<file path="config.mk">
export PLATFORM = sky130hd
export DESIGN_NAME = sensor_axis_rotation
export DESIGN_NICKNAME = d
export VERILOG_FILES = /design/src/rtl/sar_pkg.sv /design/src/rtl/sar_select.sv /design/src/rtl/sar_mac.sv /design/src/rtl/sar_round.sv /design/src/rtl/sar_skid.sv /design/src/rtl/sensor_axis_rotation.sv
export SDC_FILE = /design/constraint.sdc
export NUM_CORES = 2
export LEC_CHECK = 0
export BUFFER_PORTS_ARGS = -buffer_cell sky130_fd_sc_hd__buf_2
export CORE_ASPECT_RATIO = 2
export CORE_UTILIZATION = 30
export CTS_BUF_LIST = sky130_fd_sc_hd__clkbuf_8
export CTS_CLUSTER_DIAMETER = 30
export DETAILED_ROUTE_END_ITERATION = 7
export PLACE_DENSITY_LB_ADDON = 0.12
export SLEW_MARGIN = 20
export SYNTH_ARGS = -nofsm -noshare
export SYNTH_HDL_FRONTEND = slang
export SYNTH_HIERARCHICAL = 1
export SYNTH_SLANG_ARGS = --single-unit
</file>
<file path="constraint.sdc">
create_clock -name clk -period 21.2 [get_ports clk]
set_input_delay 1.06 -clock clk [delete_from_list [all_inputs] [get_ports clk]]
set_output_delay 1.06 -clock clk [all_outputs]
set_load 0.02 [all_outputs]
</file>
<file path="src/rtl/sar_pkg.sv">
`timescale 1ns / 1ps

package sar_pkg;

  localparam int SAMPLE_BITS    = 16;
  localparam int COEF_FRAC_BITS = 15;

  // operand holds a sum of two samples and its negation
  localparam int OP_W   = SAMPLE_BITS + 2;
  // unsigned Q1.F coefficient, wide enough for an exact 1.0
  localparam int COEF_W = COEF_FRAC_BITS + 1;
  localparam int PROD_W = OP_W + COEF_W + 1;
  localparam int SUM_W  = PROD_W + 1;
  localparam int CODE_W = 5;
  localparam int DATA_W = ((3 * SAMPLE_BITS + 7) / 8) * 8;

  localparam longint Q30_C = 64'd759250125;
  localparam longint Q30_A = 64'd1060521915;
  localparam longint Q30_B = 64'd167969728;

  localparam logic [COEF_W-1:0] COEF_C = COEF_W'(
      (Q30_C + (longint'(1) << (29 - COEF_FRAC_BITS))) >> (30 - COEF_FRAC_BITS));
  localparam logic [COEF_W-1:0] COEF_A = COEF_W'(
      (Q30_A + (longint'(1) << (29 - COEF_FRAC_BITS))) >> (30 - COEF_FRAC_BITS));
  localparam logic [COEF_W-1:0] COEF_B = COEF_W'(
      (Q30_B + (longint'(1) << (29 - COEF_FRAC_BITS))) >> (30 - COEF_FRAC_BITS));
  localparam logic [COEF_W-1:0] COEF_ONE = {1'b1, {COEF_FRAC_BITS{1'b0}}};

  typedef enum logic [CODE_W-1:0] {
    ROT_NONE,
    ROT_YAW_45,
    ROT_YAW_90,
    ROT_YAW_135,
    ROT_YAW_180,
    ROT_YAW_225,
    ROT_YAW_270,
    ROT_YAW_315,
    ROT_ROLL_180,
    ROT_ROLL_180_YAW_90,
    ROT_PITCH_180,
    ROT_ROLL_180_YAW_270,
    ROT_ROLL_90,
    ROT_ROLL_90_YAW_90,
    ROT_ROLL_270,
    ROT_ROLL_270_YAW_90,
    ROT_ROLL_270_YAW_270,
    ROT_PITCH_90,
    ROT_PITCH_270,
    ROT_ROLL_180_PITCH_270,
    ROT_PITCH_90_YAW_180,
    ROT_PITCH_90_ROLL_90,
    ROT_PITCH_90_ROLL_270,
    ROT_PITCH_9_YAW_180
  } rot_code_t;

  typedef logic signed [SAMPLE_BITS-1:0] sample_t;
  typedef logic signed [OP_W-1:0]        op_t;
  typedef logic signed [PROD_W-1:0]      prod_t;
  typedef logic signed [SUM_W-1:0]       sum_t;

  // one output axis: op0 * k0 + op1 * k1, in Q.F
  typedef struct packed {
    op_t               op0;
    logic [COEF_W-1:0] k0;
    op_t               op1;
    logic [COEF_W-1:0] k1;
  } axis_term_t;

  // index 0 is x, 1 is y, 2 is z
  typedef axis_term_t [2:0] term_vec_t;
  typedef prod_t      [2:0] prod_vec_t;
  typedef sum_t       [2:0] sum_vec_t;

  typedef struct packed {
    sample_t rz;
    sample_t ry;
    sample_t rx;
    logic    clipped;
  } result_t;

  function automatic axis_term_t direct_term(op_t v);
    axis_term_t t;
    t.op0 = v;
    t.k0  = COEF_ONE;
    t.op1 = '0;
    t.k1  = '0;
    return t;
  endfunction

  function automatic axis_term_t scaled_term(op_t v, logic [COEF_W-1:0] k);
    axis_term_t t;
    t.op0 = v;
    t.k0  = k;
    t.op1 = '0;
    t.k1  = '0;
    return t;
  endfunction

endpackage

</file>
<file path="src/rtl/sar_select.sv">
`timescale 1ns / 1ps

module sar_select
  import sar_pkg::*;
(
  input  logic      clk,
  input  logic      rst_n,
  input  logic      advance,
  input  logic      valid_in,
  input  sample_t   x_in,
  input  sample_t   y_in,
  input  sample_t   z_in,
  input  rot_code_t code,
  output logic      valid_out,
  output term_vec_t terms_out
);

  logic      valid_r;
  term_vec_t terms_r;
  term_vec_t terms_nxt;

  op_t xe, ye, ze, nx, ny, nz, sxy, dxy, dyx, nsxy;

  assign xe   = OP_W'(x_in);
  assign ye   = OP_W'(y_in);
  assign ze   = OP_W'(z_in);
  assign nx   = -xe;
  assign ny   = -ye;
  assign nz   = -ze;
  assign sxy  = xe + ye;
  assign dxy  = xe - ye;
  assign dyx  = ye - xe;
  assign nsxy = -sxy;

  // rounding is symmetric, so a negated product equals a product of the negated sum
  always_comb begin
    terms_nxt[0] = direct_term(xe);
    terms_nxt[1] = direct_term(ye);
    terms_nxt[2] = direct_term(ze);
    case (code)
      ROT_YAW_45: begin
        terms_nxt[0] = scaled_term(dxy, COEF_C);
        terms_nxt[1] = scaled_term(sxy, COEF_C);
      end
      ROT_YAW_90: begin
        terms_nxt[0] = direct_term(ny);
        terms_nxt[1] = direct_term(xe);
      end
      ROT_YAW_135: begin
        terms_nxt[0] = scaled_term(nsxy, COEF_C);
        terms_nxt[1] = scaled_term(dxy, COEF_C);
      end
      ROT_YAW_180: begin
        terms_nxt[0] = direct_term(nx);
        terms_nxt[1] = direct_term(ny);
      end
      ROT_YAW_225: begin
        terms_nxt[0] = scaled_term(dyx, COEF_C);
        terms_nxt[1] = scaled_term(nsxy, COEF_C);
      end
      ROT_YAW_270: begin
        terms_nxt[0] = direct_term(ye);
        terms_nxt[1] = direct_term(nx);
      end
      ROT_YAW_315: begin
        terms_nxt[0] = scaled_term(sxy, COEF_C);
        terms_nxt[1] = scaled_term(dyx, COEF_C);
      end
      ROT_ROLL_180: begin
        terms_nxt[1] = direct_term(ny);
        terms_nxt[2] = direct_term(nz);
      end
      ROT_ROLL_180_YAW_90: begin
        terms_nxt[0] = direct_term(ye);
        terms_nxt[1] = direct_term(xe);
        terms_nxt[2] = direct_term(nz);
      end
      ROT_PITCH_180: begin
        terms_nxt[0] = direct_term(nx);
        terms_nxt[2] = direct_term(nz);
      end
      ROT_ROLL_180_YAW_270: begin
        terms_nxt[0] = direct_term(ny);
        terms_nxt[1] = direct_term(nx);
        terms_nxt[2] = direct_term(nz);
      end
      ROT_ROLL_90: begin
        terms_nxt[1] = direct_term(nz);
        terms_nxt[2] = direct_term(ye);
      end
      ROT_ROLL_90_YAW_90: begin
        terms_nxt[0] = direct_term(ze);
        terms_nxt[1] = direct_term(xe);
        terms_nxt[2] = direct_term(ye);
      end
      ROT_ROLL_270: begin
        terms_nxt[1] = direct_term(ze);
        terms_nxt[2] = direct_term(ny);
      end
      ROT_ROLL_270_YAW_90: begin
        terms_nxt[0] = direct_term(nz);
        terms_nxt[1] = direct_term(xe);
        terms_nxt[2] = direct_term(ny);
      end
      ROT_ROLL_270_YAW_270: begin
        terms_nxt[0] = direct_term(ze);
        terms_nxt[1] = direct_term(nx);
        terms_nxt[2] = direct_term(ny);
      end
      ROT_PITCH_90: begin
        terms_nxt[0] = direct_term(ze);
        terms_nxt[2] = direct_term(nx);
      end
      ROT_PITCH_270: begin
        terms_nxt[0] = direct_term(nz);
        terms_nxt[2] = direct_term(xe);
      end
      ROT_ROLL_180_PITCH_270, ROT_PITCH_90_YAW_180: begin
        terms_nxt[0] = direct_term(ze);
        terms_nxt[1] = direct_term(ny);
        terms_nxt[2] = direct_term(xe);
      end
      ROT_PITCH_90_ROLL_90: begin
        terms_nxt[0] = direct_term(ye);
        terms_nxt[1] = direct_term(nz);
        terms_nxt[2] = direct_term(nx);
      end
      ROT_PITCH_90_ROLL_270: begin
        terms_nxt[0] = direct_term(ny);
        terms_nxt[1] = direct_term(ze);
        terms_nxt[2] = direct_term(nx);
      end
      ROT_PITCH_9_YAW_180: begin
        terms_nxt[0].op0 = nx;
        terms_nxt[0].k0  = COEF_A;
        terms_nxt[0].op1 = nz;
        terms_nxt[0].k1  = COEF_B;
        terms_nxt[1]     = direct_term(ny);
        terms_nxt[2].op0 = nx;
        terms_nxt[2].k0  = COEF_B;
        terms_nxt[2].op1 = ze;
        terms_nxt[2].k1  = COEF_A;
      end
      default: begin
      end
    endcase
  end

  always_ff @(posedge clk) begin
    if (!rst_n) begin
      valid_r <= 1'b0;
    end else if (advance) begin
      valid_r <= valid_in;
    end
  end

  always_ff @(posedge clk) begin
    if (advance) begin
      terms_r <= terms_nxt;
    end
  end

  assign valid_out = valid_r;
  assign terms_out = terms_r;

endmodule

</file>
<file path="src/rtl/sar_mac.sv">
`timescale 1ns / 1ps

module sar_mac
  import sar_pkg::*;
(
  input  logic      clk,
  input  logic      rst_n,
  input  logic      advance,
  input  logic      valid_in,
  input  term_vec_t terms_in,
  output logic      valid_out,
  output sum_vec_t  sums_out
);

  logic      prod_valid_r;
  prod_vec_t p0_r, p1_r, p0_nxt, p1_nxt;
  logic      sum_valid_r;
  sum_vec_t  sum_r, sum_nxt;

  logic signed [COEF_W:0] k0_s [3];
  logic signed [COEF_W:0] k1_s [3];

  // multiply stage: two constant-coefficient products per axis
  always_comb begin
    for (int i = 0; i < 3; i++) begin
      k0_s[i]   = $signed({1'b0, terms_in[i].k0});
      k1_s[i]   = $signed({1'b0, terms_in[i].k1});
      p0_nxt[i] = terms_in[i].op0 * k0_s[i];
      p1_nxt[i] = terms_in[i].op1 * k1_s[i];
    end
  end

  // add stage
  always_comb begin
    for (int i = 0; i < 3; i++) begin
      sum_nxt[i] = SUM_W'(p0_r[i]) + SUM_W'(p1_r[i]);
    end
  end

  always_ff @(posedge clk) begin
    if (!rst_n) begin
      prod_valid_r <= 1'b0;
      sum_valid_r  <= 1'b0;
    end else if (advance) begin
      prod_valid_r <= valid_in;
      sum_valid_r  <= prod_valid_r;
    end
  end

  always_ff @(posedge clk) begin
    if (advance) begin
      p0_r  <= p0_nxt;
      p1_r  <= p1_nxt;
      sum_r <= sum_nxt;
    end
  end

  assign valid_out = sum_valid_r;
  assign sums_out  = sum_r;

endmodule

</file>
<file path="src/rtl/sar_round.sv">
`timescale 1ns / 1ps

module sar_round
  import sar_pkg::*;
(
  input  logic     clk,
  input  logic     rst_n,
  input  logic     advance,
  input  logic     valid_in,
  input  sum_vec_t sums_in,
  output logic     valid_out,
  output result_t  result_out
);

  localparam sum_t HALF   = SUM_W'(longint'(1) << (COEF_FRAC_BITS - 1));
  localparam sum_t SAT_HI = SUM_W'((longint'(1) << (SAMPLE_BITS - 1)) - 1);
  localparam sum_t SAT_LO = -SAT_HI - SUM_W'(1);

  logic    valid_r;
  result_t result_r, result_nxt;

  sum_t    biased  [3];
  sum_t    rounded [3];
  sample_t sat_val [3];
  logic    clip    [3];

  // round half away from zero: bias by half, less one below zero, then shift
  always_comb begin
    for (int i = 0; i < 3; i++) begin
      biased[i]  = sums_in[i] + HALF - SUM_W'(sums_in[i][SUM_W-1]);
      rounded[i] = biased[i] >>> COEF_FRAC_BITS;
      if (rounded[i] > SAT_HI) begin
        sat_val[i] = SAT_HI[SAMPLE_BITS-1:0];
        clip[i]    = 1'b1;
      end else if (rounded[i] < SAT_LO) begin
        sat_val[i] = SAT_LO[SAMPLE_BITS-1:0];
        clip[i]    = 1'b1;
      end else begin
        sat_val[i] = rounded[i][SAMPLE_BITS-1:0];
        clip[i]    = 1'b0;
      end
    end
    result_nxt.rx      = sat_val[0];
    result_nxt.ry      = sat_val[1];
    result_nxt.rz      = sat_val[2];
    result_nxt.clipped = clip[0] | clip[1] | clip[2];
  end

  always_ff @(posedge clk) begin
    if (!rst_n) begin
      valid_r <= 1'b0;
    end else if (advance) begin
      valid_r <= valid_in;
    end
  end

  always_ff @(posedge clk) begin
    if (advance) begin
      result_r <= result_nxt;
    end
  end

  assign valid_out  = valid_r;
  assign result_out = result_r;

endmodule

</file>
<file path="src/rtl/sar_skid.sv">
`timescale 1ns / 1ps

module sar_skid
  import sar_pkg::*;
(
  input  logic    clk,
  input  logic    rst_n,
  input  logic    up_valid,
  input  result_t up_data,
  output logic    up_ready,
  output logic    dn_valid,
  output result_t dn_data,
  input  logic    dn_ready
);

  logic    main_valid_r;
  result_t main_r;
  logic    skid_valid_r;
  result_t skid_r;
  logic    main_free;

  assign main_free = dn_ready | ~main_valid_r;

  always_ff @(posedge clk) begin
    if (!rst_n) begin
      main_valid_r <= 1'b0;
      skid_valid_r <= 1'b0;
    end else if (main_free) begin
      if (skid_valid_r) begin
        main_valid_r <= 1'b1;
        skid_valid_r <= 1'b0;
      end else begin
        main_valid_r <= up_valid;
      end
    end else if (up_valid && !skid_valid_r) begin
      skid_valid_r <= 1'b1;
    end
  end

  always_ff @(posedge clk) begin
    if (main_free) begin
      main_r <= skid_valid_r ? skid_r : up_data;
    end
    if (!main_free && !skid_valid_r) begin
      skid_r <= up_data;
    end
  end

  assign up_ready = ~skid_valid_r;
  assign dn_valid = main_valid_r;
  assign dn_data  = main_r;

endmodule

</file>
<file path="src/rtl/sensor_axis_rotation.sv">
`timescale 1ns / 1ps
// Sensor axis rotation: remaps one signed three-axis sample per beat into the
// board frame under the mounting orientation held in the rotation code register.
// Channels: in_* carries a sample (x, y, z), out_* carries the rotated sample
// with its clipped flag on out_tuser; cfg_wr_en/cfg_wr_data load the code.
// Write the code only while no beat is in flight.
// Throughput: one beat per cycle while out_tready stays high. The four pipeline
// stages (select, multiply, add, round and saturate) all move together under one
// advance. Path: the select register loads at the accepting edge; the multiply,
// add and round registers and the output register of the skid buffer follow it
// in that order.
// Stall: when out_tready is low the output beat holds, one more result lands
// in the skid register, and in_tready drops on the next cycle, straight from a
// flop. Up to six beats can be in flight; nothing is lost or repeated.
// Reset (rst_n low, synchronous): clear all valid bits and set the code to
// pass-through; in_tready is high from the first cycle after reset.
module sensor_axis_rotation
  import sar_pkg::*;
(
  input  logic              clk,
  input  logic              rst_n,
  input  logic              cfg_wr_en,
  input  logic [CODE_W-1:0] cfg_wr_data,   // rotation_code
  input  logic              in_tvalid,
  output logic              in_tready,
  input  logic [DATA_W-1:0] in_tdata,      // sample_x, sample_y, sample_z
  output logic              out_tvalid,
  input  logic              out_tready,
  output logic [DATA_W-1:0] out_tdata,     // rotated_x, rotated_y, rotated_z
  output logic              out_tuser      // clipped
);

  rot_code_t code_r;

  logic      advance;
  logic      s1_valid;
  term_vec_t s1_terms;
  logic      s3_valid;
  sum_vec_t  s3_sums;
  logic      s4_valid;
  result_t   s4_result;
  result_t   out_result;

  // orientation register; only the low five bits exist
  always_ff @(posedge clk) begin
    if (!rst_n) begin
      code_r <= ROT_NONE;
    end else if (cfg_wr_en) begin
      code_r <= rot_code_t'(cfg_wr_data);
    end
  end

  // whole pipeline advances whenever the skid buffer has room
  assign in_tready = advance;

  sar_select u_select (
    .clk       (clk),
    .rst_n     (rst_n),
    .advance   (advance),
    .valid_in  (in_tvalid),
    .x_in      (in_tdata[SAMPLE_BITS-1:0]),
    .y_in      (in_tdata[2*SAMPLE_BITS-1:SAMPLE_BITS]),
    .z_in      (in_tdata[3*SAMPLE_BITS-1:2*SAMPLE_BITS]),
    .code      (code_r),
    .valid_out (s1_valid),
    .terms_out (s1_terms)
  );

  // products, then sums of product pairs
  sar_mac u_mac (
    .clk       (clk),
    .rst_n     (rst_n),
    .advance   (advance),
    .valid_in  (s1_valid),
    .terms_in  (s1_terms),
    .valid_out (s3_valid),
    .sums_out  (s3_sums)
  );

  // drop the fraction with rounding and saturate each axis
  sar_round u_round (
    .clk        (clk),
    .rst_n      (rst_n),
    .advance    (advance),
    .valid_in   (s3_valid),
    .sums_in    (s3_sums),
    .valid_out  (s4_valid),
    .result_out (s4_result)
  );

  sar_skid u_skid (
    .clk      (clk),
    .rst_n    (rst_n),
    .up_valid (s4_valid),
    .up_data  (s4_result),
    .up_ready (advance),
    .dn_valid (out_tvalid),
    .dn_data  (out_result),
    .dn_ready (out_tready)
  );

  // pack x in the lowest bits, zero fill up to whole bytes
  assign out_tdata = DATA_W'({out_result.rz, out_result.ry, out_result.rx});
  assign out_tuser = out_result.clipped;

endmodule

</file>
==> summary.txt <==
Route
  • Routed Antenna Nets: 0
  • DR pass1 iterations: 8
  • Post-DR wirelength/cell: 21.9 microns
  • Remaining DRCs: 0
  • Iteration-0 DRC Markers: 3274
  • Post-detailed-route via-to-cell ratio: 4.87
  • Drt total wl: 337000 microns
  • Vias: 75.0k

Critical path
  • CP required: 21.86 ns
  • CP Launch Point: u_select/terms_out[182]$_DFFE_PP_
  • Worst setup SP type: flip-flop
  • Crit path kind: flip-flop to flip-flop
  • Critical path capture point type: flip-flop
  • Top fanout value on the critical path: 161
  • Capturing point of the worst reg2reg path: u_mac/p1_r[101]$_DFFE_PP_
  • Worst R2R Path Depth: 19
  • Reg-to-Reg Start: u_select/terms_out[182]$_DFFE_PP_
  • R2R setup slack: 13.11 ns
  • Crit path DAT: 8.75 ns

Timing
  • Crit share post-route: 38.2%
  • Worst slew pin tran: 1.20 ns
  • Setup TNS: 0 ns
  • Worst Skew: 0.120 ns
  • Slew HR: 19.5%
  • Pins Over Slew Limit: 0
  • Final Hold Viols: 0
  • FMAX: 124 MHz
  • Final Critical Period: 8.09 ns
  • RSZ-0062 raised after global routing: no
  • Setup violators final: 0

Synthesis
  • Async set or reset register ratio after synthesis: 0%
  • Register bit total from synthesis: 572
  • Yosys warning count: 6
  • Synthesized instance count: 10.9k
  • Post-synth top flop: edfxtp_1
  • Post-synth EDFFs: 561
  • Syn_area_per_cell: 9.49 sq um
  • Netlist cell types: 120
  • Sequential area share after synthesis: 16.5%
  • Synth Cell Area: 103000 sq um

Clocking
  • Maximum buffer depth of the clock tree: 4
  • Clk sinks: 572
  • Hold Buf Count CTS: 0
  • Gates resized, CTS repair: 0
  • Worst skew pair latency: 0.96 ns
  • Htree depth: 4
  • Worst-path clk slew: 0.05 ns
  • CTS Buf Count: 147
  • Post-CTS setup buffer count: 0
  • CTS tree: built
  • Root Buffer Master: clkbuf_8

Hold path
  • WHS Endpoint: u_select/valid_out$_SDFFE_PN0P_
  • Worst hold path depth: 3
  • HP Start: in_tvalid
  • Worst min path class: input port to flip-flop

Cells and area
  • Commonest non-fill, non-tap cell in the layout: inv_1
  • Final layout net count: 13.6k
  • Commonest cells after routing, fill and taps aside: inv_1, fa_1, nand2_1, ha_1, and2_1
  • Fill count: 35.7k
  • Synth-to-Final Area Change: 8.04%
  • Layout cells sized above 1: 5.56%

Placed design
  • Port bufs: 108
  • Gp weighted congestion: 0.922
  • DP HPWL: 278000 microns

Die
  • Row count: 304
  • CORE AREA: 342000 sq um
  • Die Span X: 417 microns
  • Initial Util: 30.1%
  • Chip height: 832 microns
  • Ports: 109
  • Die area: 347000 sq um

GRT
  • Total track usage: 19.7%
  • Grt ovf: 0
  • Largest net degree at the start of global routing: 162
  • First-pass GRT wire length: 514000 microns
  • Initial antenna violation count: 43
  • Vias in the first global route: 85.0k

Run
  • Max_cap viols: 0

Run status
  • Status: complete, no violations
## flip-flops by register name (all words and copies together), names as in the netlist
signal,flops
u_mac/p1_r,105
u_round/result_out,49
u_skid/dn_data,49
u_skid/skid_r,49
u_select/valid_out,1
u_mac/prod_valid_r,1
u_mac/valid_out,1
u_mac/sums_out,108
u_select/terms_out,96
u_mac/p0_r,105
code_r,5
u_skid/skid_valid_r,1
u_skid/dn_valid,1
u_round/valid_out,1
## per-stage QoR
step | cells | cell area [sq um] | hold slack (ns) | utilization, % | setup WS (ns)
floorplan | 10900 | 103000 | 0.422 | - | 10.43
global placement | 15100 | 108000 | 0.435 | 31.6 | 13.18
detailed placement | 15100 | 108000 | 0.440 | 31.6 | 13.00
CTS | 15400 | 111000 | 0.262 | 32.5 | 13.05
global route | 15400 | 111000 | 0.335 | 32.6 | 12.71
finish | 15400 | 112000 | 0.388 | 32.6 | 13.11
## critical path, stage by stage, from the launching register on
cell,delay [ns]
edfxtp_1,0.37
buf_12,0.46
buf_4,0.83
nand2_1,0.30
fa_1,0.81
fa_1,0.44
inv_1,0.36
fa_1,0.53
fa_1,0.51
fa_1,0.49
inv_1,0.05
fa_1,0.48
inv_1,0.05
ha_1,0.34
a21o_1,0.19
a21o_1,0.19
a21o_1,0.18
a2111oi_0,0.61
o22ai_1,0.18
xor2_1,0.19
## cells in the mapped netlist, types with 79 or more instances
master	n	area, sq um
inv_1	2325	8730
fa_1	1764	35300
nand2_1	1283	4820
ha_1	892	11200
and2_1	738	4620
edfxtp_1	561	16800
a21oi_1	414	2070
clkbuf_1	350	1310
xnor2_1	327	2860
nor2_1	303	1140
o21ai_0	216	1080
a21o_1	181	1360
buf_4	109	818
xor2_1	94	823
nor3_1	86	430
nand3_1	81	405
o21a_1	79	593
## cell families after synthesis
| kind of cell | synth area share, % |
|---|---|
| AO/OA/AOI/OAI | 9.79 |
| XOR/XNOR | 3.64 |
| adder cells (fa/ha/maj) | 45.0 |
| buffers and inverters | 10.8 |
| flip-flops | 16.5 |
| multiplexers | 0.863 |
| other | 0.00363 |
| AND/OR/NAND/NOR | 13.4 |
## routing by layer
metal  wire [microns]  track usage (%)
met4            23100             11.5
met1           106000             17.7
met3            11100             2.32
met5              195                0
met2           197000             41.0
## worst max path at each step
stage                                end  slack (ns)  cells after the start
6_report       u_mac/p1_r[101]$_DFFE_PP_       13.11                     19
5_1_grt        u_mac/p1_r[101]$_DFFE_PP_       12.71                     19
4_1_cts        u_mac/p1_r[101]$_DFFE_PP_       13.05                     19
3_5_place_dp   u_mac/p1_r[101]$_DFFE_PP_       13.00                     19
3_3_place_gp   u_mac/p1_r[101]$_DFFE_PP_       13.18                     19
2_1_floorplan                  in_tready       10.43                      3
## layout make-up
cell class | instances | area (sq um) | share of cell area, %
multi-input combinational | 7554 | 75400 | 67.6
clock inverter | 102 | 1020 | 0.916
antenna | 23 | 57.6 | 0.0516
inverter | 2331 | 8760 | 7.85
timing repair buffer | 241 | 1580 | 1.42
tap | 4437 | 5550 | 4.98
clock buffer | 151 | 2080 | 1.86
sequential | 572 | 17100 | 15.3
Power is left out: the tool's default activity adds up to more than one toggle a clock period on the data nets, which glitch-free logic cannot reach.
